**config.mk**
```make
export PLATFORM = sky130hd
export DESIGN_NAME = infix_to_postfix_converter_flat
export DESIGN_NICKNAME = d
export VERILOG_FILES = /design/src/rtl/core/itp_pkg.sv /design/src/rtl/core/itp_if.sv /design/src/rtl/core/infix_to_postfix_converter.sv /design/src/flat_wrapper.sv
export SDC_FILE = /design/constraint.sdc
export NUM_CORES = 1
export LEC_CHECK = 0
export ABC_AREA = 1
export BUFFER_PORTS_ARGS = -buffer_cell sky130_fd_sc_hd__buf_2
export CORE_ASPECT_RATIO = 0.7
export CORE_UTILIZATION = 50
export DETAILED_ROUTE_END_ITERATION = 8
export PLACE_DENSITY = 0.78
export RECOVER_POWER = 25
export SETUP_SLACK_MARGIN = 0.05
export SKIP_LAST_GASP = 1
export SLEW_MARGIN = 0
export SYNTH_ARGS = -nofsm -noshare
export SYNTH_HDL_FRONTEND = slang
export SYNTH_SLANG_ARGS = --single-unit
```
**constraint.sdc**
```tcl
create_clock -name clk -period 3.36 [get_ports clk]
set_clock_uncertainty 0.15 [all_clocks]
set_input_delay 0.672 -clock clk [delete_from_list [all_inputs] [get_ports clk]]
set_output_delay 0.672 -clock clk [all_outputs]
set_load 0.01 [all_outputs]
```
**src/rtl/core/itp_pkg.sv**
```systemverilog
// ============================================================================
// itp_pkg
// Shared widths, operator codes and character helpers for the infix to
// postfix converter.
// ============================================================================
package itp_pkg;

    localparam int SYM_W  = 8;
    localparam int CODE_W = 3;
    localparam int RANK_W = 2;

    typedef logic [SYM_W-1:0]  sym_t;
    typedef logic [CODE_W-1:0] code_t;
    typedef logic [RANK_W-1:0] rank_t;

    // Stack entry codes
    localparam code_t CODE_PLUS  = 3'd0;
    localparam code_t CODE_MINUS = 3'd1;
    localparam code_t CODE_MUL   = 3'd2;
    localparam code_t CODE_DIV   = 3'd3;
    localparam code_t CODE_POW   = 3'd4;
    localparam code_t CODE_PAREN = 3'd5;

    // ASCII characters of interest
    localparam sym_t CH_PLUS   = 8'h2B;
    localparam sym_t CH_MINUS  = 8'h2D;
    localparam sym_t CH_MUL    = 8'h2A;
    localparam sym_t CH_DIV    = 8'h2F;
    localparam sym_t CH_POW    = 8'h5E;
    localparam sym_t CH_LPAREN = 8'h28;
    localparam sym_t CH_RPAREN = 8'h29;
    localparam sym_t CH_LOW_A  = 8'h61;
    localparam sym_t CH_LOW_Z  = 8'h7A;
    localparam sym_t CH_UP_A   = 8'h41;
    localparam sym_t CH_UP_Z   = 8'h5A;

    // Map a stack code back to its character
    function automatic sym_t code_char(input code_t code);
        sym_t ch;
        case (code)
            CODE_PLUS:  ch = CH_PLUS;
            CODE_MINUS: ch = CH_MINUS;
            CODE_MUL:   ch = CH_MUL;
            CODE_DIV:   ch = CH_DIV;
            CODE_POW:   ch = CH_POW;
            CODE_PAREN: ch = CH_LPAREN;
            default:    ch = '0;
        endcase
        return ch;
    endfunction

    // Precedence; an open paren ranks below all operators
    function automatic rank_t code_rank(input code_t code);
        rank_t r;
        case (code)
            CODE_PLUS, CODE_MINUS: r = 2'd1;
            CODE_MUL, CODE_DIV:    r = 2'd2;
            CODE_POW:              r = 2'd3;
            default:               r = 2'd0;
        endcase
        return r;
    endfunction

    function automatic logic is_letter(input sym_t ch);
        return (ch inside {[CH_LOW_A:CH_LOW_Z], [CH_UP_A:CH_UP_Z]});
    endfunction

    function automatic logic is_operator(input sym_t ch);
        return (ch inside {CH_PLUS, CH_MINUS, CH_MUL, CH_DIV, CH_POW});
    endfunction

    function automatic code_t op_code(input sym_t ch);
        code_t c;
        case (ch)
            CH_PLUS:  c = CODE_PLUS;
            CH_MINUS: c = CODE_MINUS;
            CH_MUL:   c = CODE_MUL;
            CH_DIV:   c = CODE_DIV;
            CH_POW:   c = CODE_POW;
            default:  c = CODE_PLUS;
        endcase
        return c;
    endfunction

endpackage

```
**src/rtl/core/itp_if.sv**
```systemverilog
// ============================================================================
// itp_if
// Valid/ready channels of the infix to postfix converter: the character
// input channel and the postfix result channel.
// ============================================================================
interface itp_in_if
    import itp_pkg::*;
();
    logic valid;
    logic ready;
    sym_t symbol;
    logic end_of_expr;

    modport source (output valid, output symbol, output end_of_expr, input ready);
    modport sink   (input valid, input symbol, input end_of_expr, output ready);
endinterface

interface itp_out_if
    import itp_pkg::*;
();
    logic valid;
    logic ready;
    sym_t out_symbol;
    logic is_terminator;
    logic overflow;
    logic last;

    modport source (output valid, output out_symbol, output is_terminator,
                    output overflow, output last, input ready);
    modport sink   (input valid, input out_symbol, input is_terminator,
                    input overflow, input last, output ready);
endinterface

```
**src/rtl/core/infix_to_postfix_converter.sv**
```systemverilog
// ============================================================================
// infix_to_postfix_converter
// Shunting-yard converter: one infix character in, postfix characters out.
// The operator stack lives in a synchronous RAM; the two top entries are
// cached in registers so that pop decisions and the last flag are known
// in the cycle of each pop.
// ============================================================================
//  channel | dir | transfer when        | payload
//  --------+-----+----------------------+-----------------------------------
//  in_ch   | in  | valid && ready       | symbol, end_of_expr
//  out_ch  | out | valid && ready       | out_symbol, is_terminator,
//          |     |                      | overflow, last
//
//  Letters, '(' and ignored characters are handled as they are accepted. An
//  operator, ')' or end item is accepted, then pops one entry at a time, each
//  pop with three or more entries stacked followed by a RAM read that refills
//  the cached second entry, then ends with the push, the discard of the
//  matching '(' (refilled the same way), the return on an empty stack or
//  the terminator. The single RAM read port calls for the separate refill step.
//  Reset clears the stack count and overflow flag; no clearing pass.
//  A stalled output holds every step that emits a result; input is taken only when idle
//  and the output register is free or draining.
// ============================================================================
module infix_to_postfix_converter
    import itp_pkg::*;
#(
    parameter int STACK_DEPTH = 16
) (
    input  logic      clk,
    input  logic      rst_n,
    itp_in_if.sink    in_ch,
    itp_out_if.source out_ch
);

    localparam int AW = (STACK_DEPTH > 1) ? $clog2(STACK_DEPTH) : 1;
    localparam int CW = $clog2(STACK_DEPTH + 1);

    localparam logic [1:0] ST_IDLE = 2'd0;
    localparam logic [1:0] ST_POP  = 2'd1;
    localparam logic [1:0] ST_LOAD = 2'd2;

    localparam logic [1:0] MODE_OP    = 2'd0;
    localparam logic [1:0] MODE_RPAR  = 2'd1;
    localparam logic [1:0] MODE_FLUSH = 2'd2;
    localparam logic [1:0] MODE_DONE  = 2'd3;

    // Stack RAM
    code_t stack_mem [STACK_DEPTH];
    code_t rd_data_reg;

    logic [1:0]    state_reg, state_next;
    logic [1:0]    mode_reg, mode_next;
    logic [CW-1:0] count_reg, count_next;
    logic          ovf_seen_reg, ovf_seen_next;
    code_t         top_reg, top_next;
    code_t         sec_reg, sec_next;
    code_t         code_reg, code_next;

    logic          out_valid_reg, out_valid_next;
    sym_t          out_sym_reg, out_sym_next;
    logic          out_term_reg, out_term_next;
    logic          out_ovf_reg, out_ovf_next;
    logic          out_last_reg, out_last_next;

    logic          can_emit;
    logic          out_load;
    sym_t          o_sym;
    logic          o_term;
    logic          o_ovf;
    logic          o_last;
    logic          push_req;
    code_t         push_code;
    logic          pop_req;
    logic          mem_we;
    logic          rd_en;
    logic [CW-1:0] cnt_m3;
    logic          has_two;
    logic          top_pops;
    logic          sec_pops;

    assign can_emit = !out_valid_reg || out_ch.ready;
    assign cnt_m3   = count_reg - CW'(3);
    assign has_two  = (count_reg > CW'(1));
    assign top_pops = (count_reg != '0) && (top_reg != CODE_PAREN)
                      && (code_rank(code_reg) <= code_rank(top_reg));
    assign sec_pops = has_two && (sec_reg != CODE_PAREN)
                      && (code_rank(code_reg) <= code_rank(sec_reg));

    assign in_ch.ready          = (state_reg == ST_IDLE) && can_emit;
    assign out_ch.valid         = out_valid_reg;
    assign out_ch.out_symbol    = out_sym_reg;
    assign out_ch.is_terminator = out_term_reg;
    assign out_ch.overflow      = out_ovf_reg;
    assign out_ch.last          = out_last_reg;

    // Sequencer: classify, pop, push, emit
    always_comb
    begin
        state_next     = state_reg;
        mode_next      = mode_reg;
        count_next     = count_reg;
        ovf_seen_next  = ovf_seen_reg;
        top_next       = top_reg;
        sec_next       = sec_reg;
        code_next      = code_reg;
        out_valid_next = out_valid_reg;
        out_sym_next   = out_sym_reg;
        out_term_next  = out_term_reg;
        out_ovf_next   = out_ovf_reg;
        out_last_next  = out_last_reg;
        out_load       = 1'b0;
        o_sym          = '0;
        o_term         = 1'b0;
        o_ovf          = 1'b0;
        o_last         = 1'b0;
        push_req       = 1'b0;
        push_code      = CODE_PAREN;
        pop_req        = 1'b0;
        mem_we         = 1'b0;
        rd_en          = 1'b0;

        // Drain the output register on a transfer
        if (out_valid_reg && out_ch.ready)
        begin
            out_valid_next = 1'b0;
        end

        case (state_reg)
            ST_IDLE:
            begin
                if (in_ch.valid && can_emit)
                begin
                    if (in_ch.end_of_expr)
                    begin
                        mode_next  = MODE_FLUSH;
                        state_next = ST_POP;
                    end
                    else if (is_letter(in_ch.symbol))
                    begin
                        out_load = 1'b1;
                        o_sym    = in_ch.symbol;
                        o_last   = 1'b1;
                    end
                    else if (is_operator(in_ch.symbol))
                    begin
                        code_next  = op_code(in_ch.symbol);
                        mode_next  = MODE_OP;
                        state_next = ST_POP;
                    end
                    else if (in_ch.symbol == CH_LPAREN)
                    begin
                        push_req  = 1'b1;
                        push_code = CODE_PAREN;
                    end
                    else if (in_ch.symbol == CH_RPAREN)
                    begin
                        mode_next  = MODE_RPAR;
                        state_next = ST_POP;
                    end
                end
            end

            ST_POP:
            begin
                case (mode_reg)
                    MODE_OP:
                    begin
                        if (top_pops)
                        begin
                            if (can_emit)
                            begin
                                pop_req  = 1'b1;
                                out_load = 1'b1;
                                o_sym    = code_char(top_reg);
                                o_last   = !sec_pops;
                            end
                        end
                        else
                        begin
                            push_req   = 1'b1;
                            push_code  = code_reg;
                            state_next = ST_IDLE;
                        end
                    end
                    MODE_RPAR:
                    begin
                        if (count_reg == '0)
                        begin
                            state_next = ST_IDLE;
                        end
                        else if (top_reg != CODE_PAREN)
                        begin
                            if (can_emit)
                            begin
                                pop_req  = 1'b1;
                                out_load = 1'b1;
                                o_sym    = code_char(top_reg);
                                o_last   = !(has_two && (sec_reg != CODE_PAREN));
                            end
                        end
                        else
                        begin
                            // Discard the matching open paren
                            pop_req   = 1'b1;
                            mode_next = MODE_DONE;
                        end
                    end
                    MODE_FLUSH:
                    begin
                        if (can_emit)
                        begin
                            out_load = 1'b1;
                            if (count_reg != '0)
                            begin
                                pop_req = 1'b1;
                                o_sym   = code_char(top_reg);
                            end
                            else
                            begin
                                o_term        = 1'b1;
                                o_ovf         = ovf_seen_reg;
                                o_last        = 1'b1;
                                ovf_seen_next = 1'b0;
                                state_next    = ST_IDLE;
                            end
                        end
                    end
                    default:
                    begin
                        state_next = ST_IDLE;
                    end
                endcase
            end

            ST_LOAD:
            begin
                // Refill the cached second entry from the RAM
                sec_next   = rd_data_reg;
                state_next = ST_POP;
            end

            default:
            begin
                state_next = ST_IDLE;
            end
        endcase

        // Pop the top; fetch the new second entry when one exists
        if (pop_req)
        begin
            count_next = count_reg - CW'(1);
            top_next   = sec_reg;
            if (count_reg >= CW'(3))
            begin
                rd_en      = 1'b1;
                state_next = ST_LOAD;
            end
        end

        // Push, or drop and flag on a full stack
        if (push_req)
        begin
            if (count_reg == CW'(STACK_DEPTH))
            begin
                ovf_seen_next = 1'b1;
            end
            else
            begin
                mem_we     = 1'b1;
                top_next   = push_code;
                sec_next   = top_reg;
                count_next = count_reg + CW'(1);
            end
        end

        if (out_load)
        begin
            out_valid_next = 1'b1;
            out_sym_next   = o_sym;
            out_term_next  = o_term;
            out_ovf_next   = o_ovf;
            out_last_next  = o_last;
        end
    end

    // Stack RAM: one write port, one registered read port
    always_ff @(posedge clk)
    begin
        if (mem_we)
        begin
            stack_mem[count_reg[AW-1:0]] <= push_code;
        end
        if (rd_en)
        begin
            rd_data_reg <= stack_mem[cnt_m3[AW-1:0]];
        end
    end

    // Control state
    always_ff @(posedge clk or negedge rst_n)
    begin
        if (!rst_n)
        begin
            state_reg     <= ST_IDLE;
            mode_reg      <= MODE_OP;
            count_reg     <= '0;
            ovf_seen_reg  <= 1'b0;
            out_valid_reg <= 1'b0;
        end
        else
        begin
            state_reg     <= state_next;
            mode_reg      <= mode_next;
            count_reg     <= count_next;
            ovf_seen_reg  <= ovf_seen_next;
            out_valid_reg <= out_valid_next;
        end
    end

    // Payload and cached stack entries
    always_ff @(posedge clk)
    begin
        top_reg      <= top_next;
        sec_reg      <= sec_next;
        code_reg     <= code_next;
        out_sym_reg  <= out_sym_next;
        out_term_reg <= out_term_next;
        out_ovf_reg  <= out_ovf_next;
        out_last_reg <= out_last_next;
    end

endmodule

```
**src/flat_wrapper.sv**
```systemverilog
// flat-port wrapper written by rule: the top's interface ports become plain ports
module infix_to_postfix_converter_flat import itp_pkg::*;
#(
    parameter int STACK_DEPTH = 16
)
  (clk, rst_n, in_ch_valid, in_ch_symbol, in_ch_end_of_expr, in_ch_ready, out_ch_valid, out_ch_out_symbol, out_ch_is_terminator, out_ch_overflow, out_ch_last, out_ch_ready);
  itp_in_if in_ch_i ();
  itp_out_if out_ch_i ();
  input  logic clk;
  input  logic rst_n;
  input wire logic [$bits(in_ch_i.valid)-1:0] in_ch_valid;
  input wire logic [$bits(in_ch_i.symbol)-1:0] in_ch_symbol;
  input wire logic [$bits(in_ch_i.end_of_expr)-1:0] in_ch_end_of_expr;
  output wire logic [$bits(in_ch_i.ready)-1:0] in_ch_ready;
  output wire logic [$bits(out_ch_i.valid)-1:0] out_ch_valid;
  output wire logic [$bits(out_ch_i.out_symbol)-1:0] out_ch_out_symbol;
  output wire logic [$bits(out_ch_i.is_terminator)-1:0] out_ch_is_terminator;
  output wire logic [$bits(out_ch_i.overflow)-1:0] out_ch_overflow;
  output wire logic [$bits(out_ch_i.last)-1:0] out_ch_last;
  input wire logic [$bits(out_ch_i.ready)-1:0] out_ch_ready;
  assign in_ch_i.valid = in_ch_valid;
  assign in_ch_i.symbol = in_ch_symbol;
  assign in_ch_i.end_of_expr = in_ch_end_of_expr;
  assign in_ch_ready = in_ch_i.ready;
  assign out_ch_valid = out_ch_i.valid;
  assign out_ch_out_symbol = out_ch_i.out_symbol;
  assign out_ch_is_terminator = out_ch_i.is_terminator;
  assign out_ch_overflow = out_ch_i.overflow;
  assign out_ch_last = out_ch_i.last;
  assign out_ch_i.ready = out_ch_ready;
  infix_to_postfix_converter #(.STACK_DEPTH(STACK_DEPTH)) u_core (.clk(clk), .rst_n(rst_n), .in_ch(in_ch_i), .out_ch(out_ch_i));
endmodule
```
==> reports/results.ini, run 1 <==
[pwr]
seqPwrFrac_pct=32.8
clockPowerShare_pct=23.1
leakagePower_nw=1.97
intPower_mw=2.61
max-vdd-ir-drop_v=0.000790
p_comb_share_pct=44.1
p_per_area_nw_per_um2=957
p_switching_mw=2.00
sw_frac_of_total_pct=43.4

[critical_path]
crit_chain=nor2_1 -> nand2_1 -> inv_1 -> a21oi_1 -> ha_1 -> nand2_1 -> nand2_1 -> nand3_1 -> nand3_4 -> nand2_4 -> nand2_4 -> inv_4 -> nand2_1 -> nor2_1
critical_path_class=reg2reg
crit_family=simple AND/OR/NAND/NOR gates
cp.depth=14
critical_path_buf_inv_count=2
cp-end-kind=register
cp.arrival_ns=2.78
crit_path_start_kind=register
r2r-start=u_core.top_reg[0]$_DFF_P_
r2r_end=u_core.stack_mem[2][2]$_DFFE_PP_
rr_worst_depth=14
required_ns=3.21
r2r_slack_ns=0.43
critPathMaxStageDelay_ns=0.47
crit_slowest_cell=dfxtp_1
crit_fanout=15
worst_path_most_repeated_cell=nand2_1

[route]
dr_total_vias=3516
drt_iter0_drc=426
first_pass_iters=5
avgRoutedWirePerCell_um=16.3
final_antenna_net_count=0
vias_per_cell=5.71
drc_errors=0
drt_wl_total_um=10100

[timing]
max_freq_mhz=341
tightest_slew_ns=0.848
finalMaxSlewViolations=0
setup_viol=0
hold_viol_final=0
period_minus_slack_ns=2.93
rsz0062_at_grt=no
fin_ws_ns=0.429
tns_ns=0
post-route-period-util_pct=87.2
maxSlewHeadroom_pct=43.4

[finish]
drive_above_1_share_pct=9.32
n_antenna_cell=0
seq_area_sq_um=2350
fill_cells=689
largest_reg_flops=48
syn_to_final_growth_pct=11.3
multi_input_area_sq_um=1660
layout.nets=532
utilization_pct=59.4

[clock_tree]
htree_levels=3
clkSinkCount=82
cts_tree=yes
path_clk_slew_ns=0.06
cts-hold-fix-buffers=0
clkLatencyLatePin_ns=0.34
cts_buffers=9
ctsResizeCount=0
root_buffer=clkbuf_16
post-cts-setup-buffer-count=0
clock_path_buffers=2

[placed_design]
place_hpwl_um=7470
post-place-ws_ns=0.590
numPortBuffers=25
globalplace.congestion=0.930

[flow_run]
cap_violations=0

[logic_synthesis]
synthTopCellsByCount=95 x nand2_1, 72 x nor2_1, 65 x edfxtp_1
syn_inst=481
avgSynthCellArea_sq_um=9.00
post-synth-top-area-cell=edfxtp_1
yosysMostFrequentCell=nand2_1
ys_top_cells_by_area=edfxtp_1 45%, nand2_1 8.2%, dfrtp_1 6.4%, nor2_1 6.2%, o21ai_0 5.2%
synth_edf_count=65
ys_seq_elements=82
ys_types=37
ys_async_sr_fraction_pct=13.4
yosysTopAreaCellShare_pct=45.1
synth_area_sq_um=4330
syn_nets=503
yosys_most_used_dff=edfxtp_1
synth-seq-area-share_pct=54.2
ys_warn_count=0

[global_routing]
grtUsageTotal_pct=24.2
grt_max_degree=30
grt_pass1_vias=3189
grt_first_pass_wirelength_um=16300
grt.overflow.total=0
antenna_found_initial=0

[floorplan]
core_sq_um=8110
die_height_um=79.9
io_pins=26
initial_core_util_pct=53.4
rows=27
dieArea_sq_um=9040
die_width_um=113

[min_path]
worstHoldPathType=in2async

[outcome]
status=finished clean

power groups by stage:
stage / combinational [mW] / sequential, mW / clock (mW)
2_1_floorplan: 1.53 / 1.48 / 0
3_3_place_gp: 1.96 / 1.52 / 0
3_5_place_dp: 2.02 / 1.53 / 0
4_1_cts: 2.04 / 1.51 / 1.07
5_1_grt: 2.27 / 1.53 / 1.11
6_report: 2.03 / 1.51 / 1.07
area by class of cell:
class	instances	share of cell area, %
clock inverter	7	2.08
clock buffer	9	4.67
sequential	82	48.7
timing repair buffer	31	3.04
multi-input combinational	329	34.4
inverter	57	4.49
tap	101	2.62
cells in the final DEF, fill, tap and decap left out, types with 3 or more instances in the layout:
master,n
nand2_1,95
nor2_1,72
edfxtp_1,65
inv_1,54
o21ai_0,46
nand3_1,41
clkbuf_1,17
o22ai_1,11
dfrtp_1,11
ha_1,9
clkbuf_16,9
buf_2,9
a21oi_1,8
o21ai_1,6
nor3_1,6
dfxtp_1,6
xor2_1,5
nor2_2,5
nand2_4,5
buf_4,5
o211ai_1,4
nand4_1,4
o221ai_1,3
cells by family (layout without fill, tap and decap cells):
logic type      Yosys count  count (layout)  synth area share (%)
xor+xnor                  5               5                  1.01
mux                       1               1                 0.231
flops                    82              82                  54.2
other cells               1               1                0.0866
fa+ha+maj                 9               9                  2.60
compound gates           78              78                  9.83
buf+inv                  70             104                  6.91
simple gates            235             235                  25.1
worst max-delay path by stage:
stage	slack [ns]	to	from
5_1_grt	0.21	u_core.stack_mem[2][2]$_DFFE_PP_	u_core.top_reg[2]$_DFF_P_
2_1_floorplan	0.88	u_core.stack_mem[8][0]$_DFFE_PP_	u_core.count_reg[0]$_DFF_PN0_
6_report	0.43	u_core.stack_mem[2][2]$_DFFE_PP_	u_core.top_reg[0]$_DFF_P_
4_1_cts	0.57	u_core.stack_mem[2][2]$_DFFE_PP_	u_core.top_reg[2]$_DFF_P_
3_5_place_dp	0.59	u_core.stack_mem[2][2]$_DFFE_PP_	u_core.top_reg[2]$_DFF_P_
3_3_place_gp	0.69	u_core.stack_mem[14][0]$_DFFE_PP_	out_ch_ready
worst reg2reg max path: cells and delay by family (launching register included):
family / cells / cell delay, ns
simple gates: 10 / 1.33
flops: 1 / 0.47
fa+ha+maj: 1 / 0.26
buf+inv: 2 / 0.25
compound gates: 1 / 0.13
per-layer routing:
metal  part of all wire, %  routed length (um)  up-vias  track usage, %
li1                      -                   -     1682               -
met1                    46                4670     1618            37.5
met2                    40                4030      207            33.0
met3                    13                1260        9            6.53
met4                  0.92                  93        0            6.05
met5                     0                   0        -               0
stage by stage:
stage,power (mW),area (sq um),instances,hold slack (ns)
floorplan,3.01,4330,481,0.226
global placement,3.48,4540,600,0.373
detailed placement,3.55,4540,600,0.380
CTS,4.62,4870,616,0.0356
global route,4.92,4820,616,0.189
finish,4.61,4820,616,0.143
Note: power is estimated with default switching activity, not from simulation.
==> inputs of run 2 (changes only) <==
CORE_UTILIZATION = 61   (was 50)
PLACE_DENSITY = 0.9   (was 0.78)
==> reports/results.ini, run 2 (synthesis results as in run 1) <==
[placed_design]
dp_cells=593  ; -1.2%
dpl-instance-area_sq_um=4530  ; -0.19%
post-place-ws_ns=0.611  ; +0.0212 ns
place_hpwl_um=7190  ; -3.7%
numPortBuffers=25  ; unchanged
globalplace.congestion=0.985  ; +6.0%

[critical_path]
cp.arrival_ns=2.82  ; +0.04 ns
required_ns=3.24  ; +0.03 ns
r2r_end=u_core.stack_mem[6][0]$_DFFE_PP_
cp-end-kind=register
crit_fanout=15  ; unchanged
r2r-start=u_core.count_reg[1]$_DFF_PN0_
critical_path_class=reg2reg
cp-startpoint=u_core.count_reg[1]$_DFF_PN0_
crit_path_start_kind=register
r2r_slack_ns=0.43  ; about the same
rr_worst_depth=10  ; -4

[route]
avgRoutedWirePerCell_um=17.0  ; +4.0%
drc_errors=0  ; unchanged
drt_wl_total_um=10300  ; +2.8%
drt_iter0_drc=580  ; +36%
first_pass_iters=5  ; unchanged
vias_per_cell=5.87  ; +2.8%
dr_total_vias=3574  ; +1.6%
final_antenna_net_count=0  ; unchanged

[min_path]
worstHoldPathType=in2async

[clock_tree]
clkSinkCount=82  ; unchanged
ctsResizeCount=0  ; unchanged
cts_buffers=9  ; unchanged
clkLatencyLatePin_ns=0.36  ; +0.02 ns
path_clk_slew_ns=0.08  ; +0.02 ns
cts-hold-fix-buffers=0  ; unchanged
post-cts-setup-buffer-count=0  ; unchanged
clock_path_buffers=2  ; unchanged
htree_levels=3  ; unchanged
cts_tree=yes
root_buffer=clkbuf_8

[timing]
hold_ws_ns=0.133  ; -0.00987 ns
finalMaxSlewViolations=0  ; unchanged
maxSlewHeadroom_pct=46.6  ; +3.1 points
post-route-period-util_pct=87.2  ; about the same
rsz0062_at_grt=no
tightest_slew_ns=0.802  ; -0.0467 ns
max_freq_mhz=341  ; about the same
hold_viol_final=0  ; unchanged
setup_viol=0  ; unchanged
fin_ws_ns=0.429  ; -0.000715 ns
period_minus_slack_ns=2.93  ; +0.000715 ns
tns_ns=0  ; unchanged

[finish]
largest_reg_flops=48  ; unchanged
n_antenna_cell=0  ; unchanged
final_design_area_no_fill_sq_um=4710  ; -2.3%
layout_commonest_cell=nand2_1
layout.nets=532  ; unchanged
final_cells=609  ; -1.1%
syn_to_final_growth_pct=8.79
multi_input_area_sq_um=1660  ; unchanged
seq_area_sq_um=2350  ; unchanged
final_cell_mix=95 x nand2_1, 72 x nor2_1, 65 x edfxtp_1
fill_cells=548  ; -20%
utilization_pct=69.1  ; +9.6 points
drive_above_1_share_pct=9.13  ; -0.19 points

[global_routing]
grt_pass1_vias=3262  ; +2.3%
antenna_found_initial=0  ; unchanged
grt_max_degree=30  ; unchanged
grt.overflow.total=0  ; unchanged
grtUsageTotal_pct=29.8  ; +5.6 points
grt_first_pass_wirelength_um=16100  ; -1.2%

[floorplan]
io_pins=26  ; unchanged
dieArea_sq_um=7440  ; -18%
initial_core_util_pct=63.5  ; +10 points
rows=25  ; -7.4%
die_width_um=103  ; -9.3%
core_sq_um=6820  ; -16%
die_height_um=72.5  ; -9.2%

[pwr]
total_power_mw=4.39  ; -4.9%
leakagePower_nw=1.92  ; -2.2%
p_per_area_nw_per_um2=931  ; -2.6%
max-vdd-ir-drop_v=0.000584  ; -26%

[outcome]
status=finished clean

[flow_run]
cap_violations=0  ; unchanged

==> run 2: changes by cell type in the layout (fill, tap and decap cells not counted) <==
cell | previous run | this run
clkinv_2 | 1 | 0
clkbuf_16 | 9 | 0
clkinv_1 | 1 | 2
inv_6 | 1 | 2
clkbuf_8 | 0 | 9
clkinvlp_4 | 2 | 1
==> run 2: worst max path at each step <==
stage | end | slack, ns
5_1_grt | u_core.stack_mem[6][0]$_DFFE_PP_ | 0.21
3_5_place_dp | u_core.stack_mem[14][0]$_DFFE_PP_ | 0.61
4_1_cts | u_core.stack_mem[6][1]$_DFFE_PP_ | 0.56
2_1_floorplan | u_core.stack_mem[8][0]$_DFFE_PP_ | 0.88
3_3_place_gp | u_core.stack_mem[14][2]$_DFFE_PP_ | 0.72
6_report | u_core.stack_mem[6][0]$_DFFE_PP_ | 0.43
==> run 2: critical path: stages (launching register included) <==
cell	delay, ns
dfrtp_1	0.46
inv_1	0.15
ha_1	0.19
nand3_1	0.32
nand3_1	0.32
nand3_4	0.12
nand2_4	0.10
nand2_4	0.13
inv_4	0.18
nand2_1	0.18
nor2_1	0.30
==> run 2: final cells by class <==
cell class,count,share of cell area [%]
clock buffer,9,2.63
tap,94,2.50
multi-input combinational,329,35.2
timing repair buffer,31,3.11
sequential,82,49.8
inverter,57,4.60
clock inverter,7,2.13
==> run 2: metal layers <==
| metal | share of wire [%] | vias to the layer above | wire (um) | track usage [%] |
|---|---|---|---|---|
| met5 | 0 | - | 0 | 0 |
| met4 | 1.6 | 0 | 164 | 8.57 |
| met3 | 14 | 18 | 1420 | 8.19 |
| met2 | 43 | 265 | 4450 | 43.0 |
| met1 | 42 | 1612 | 4310 | 44.3 |
| li1 | - | 1679 | - | - |
==> run 2: power by group <==
| part | switching, mW | internal (mW) |
|---|---|---|
| Sequential | 0.175 | 1.34 |
| Combinational | 1.45 | 0.609 |
| Clock | 0.380 | 0.426 |
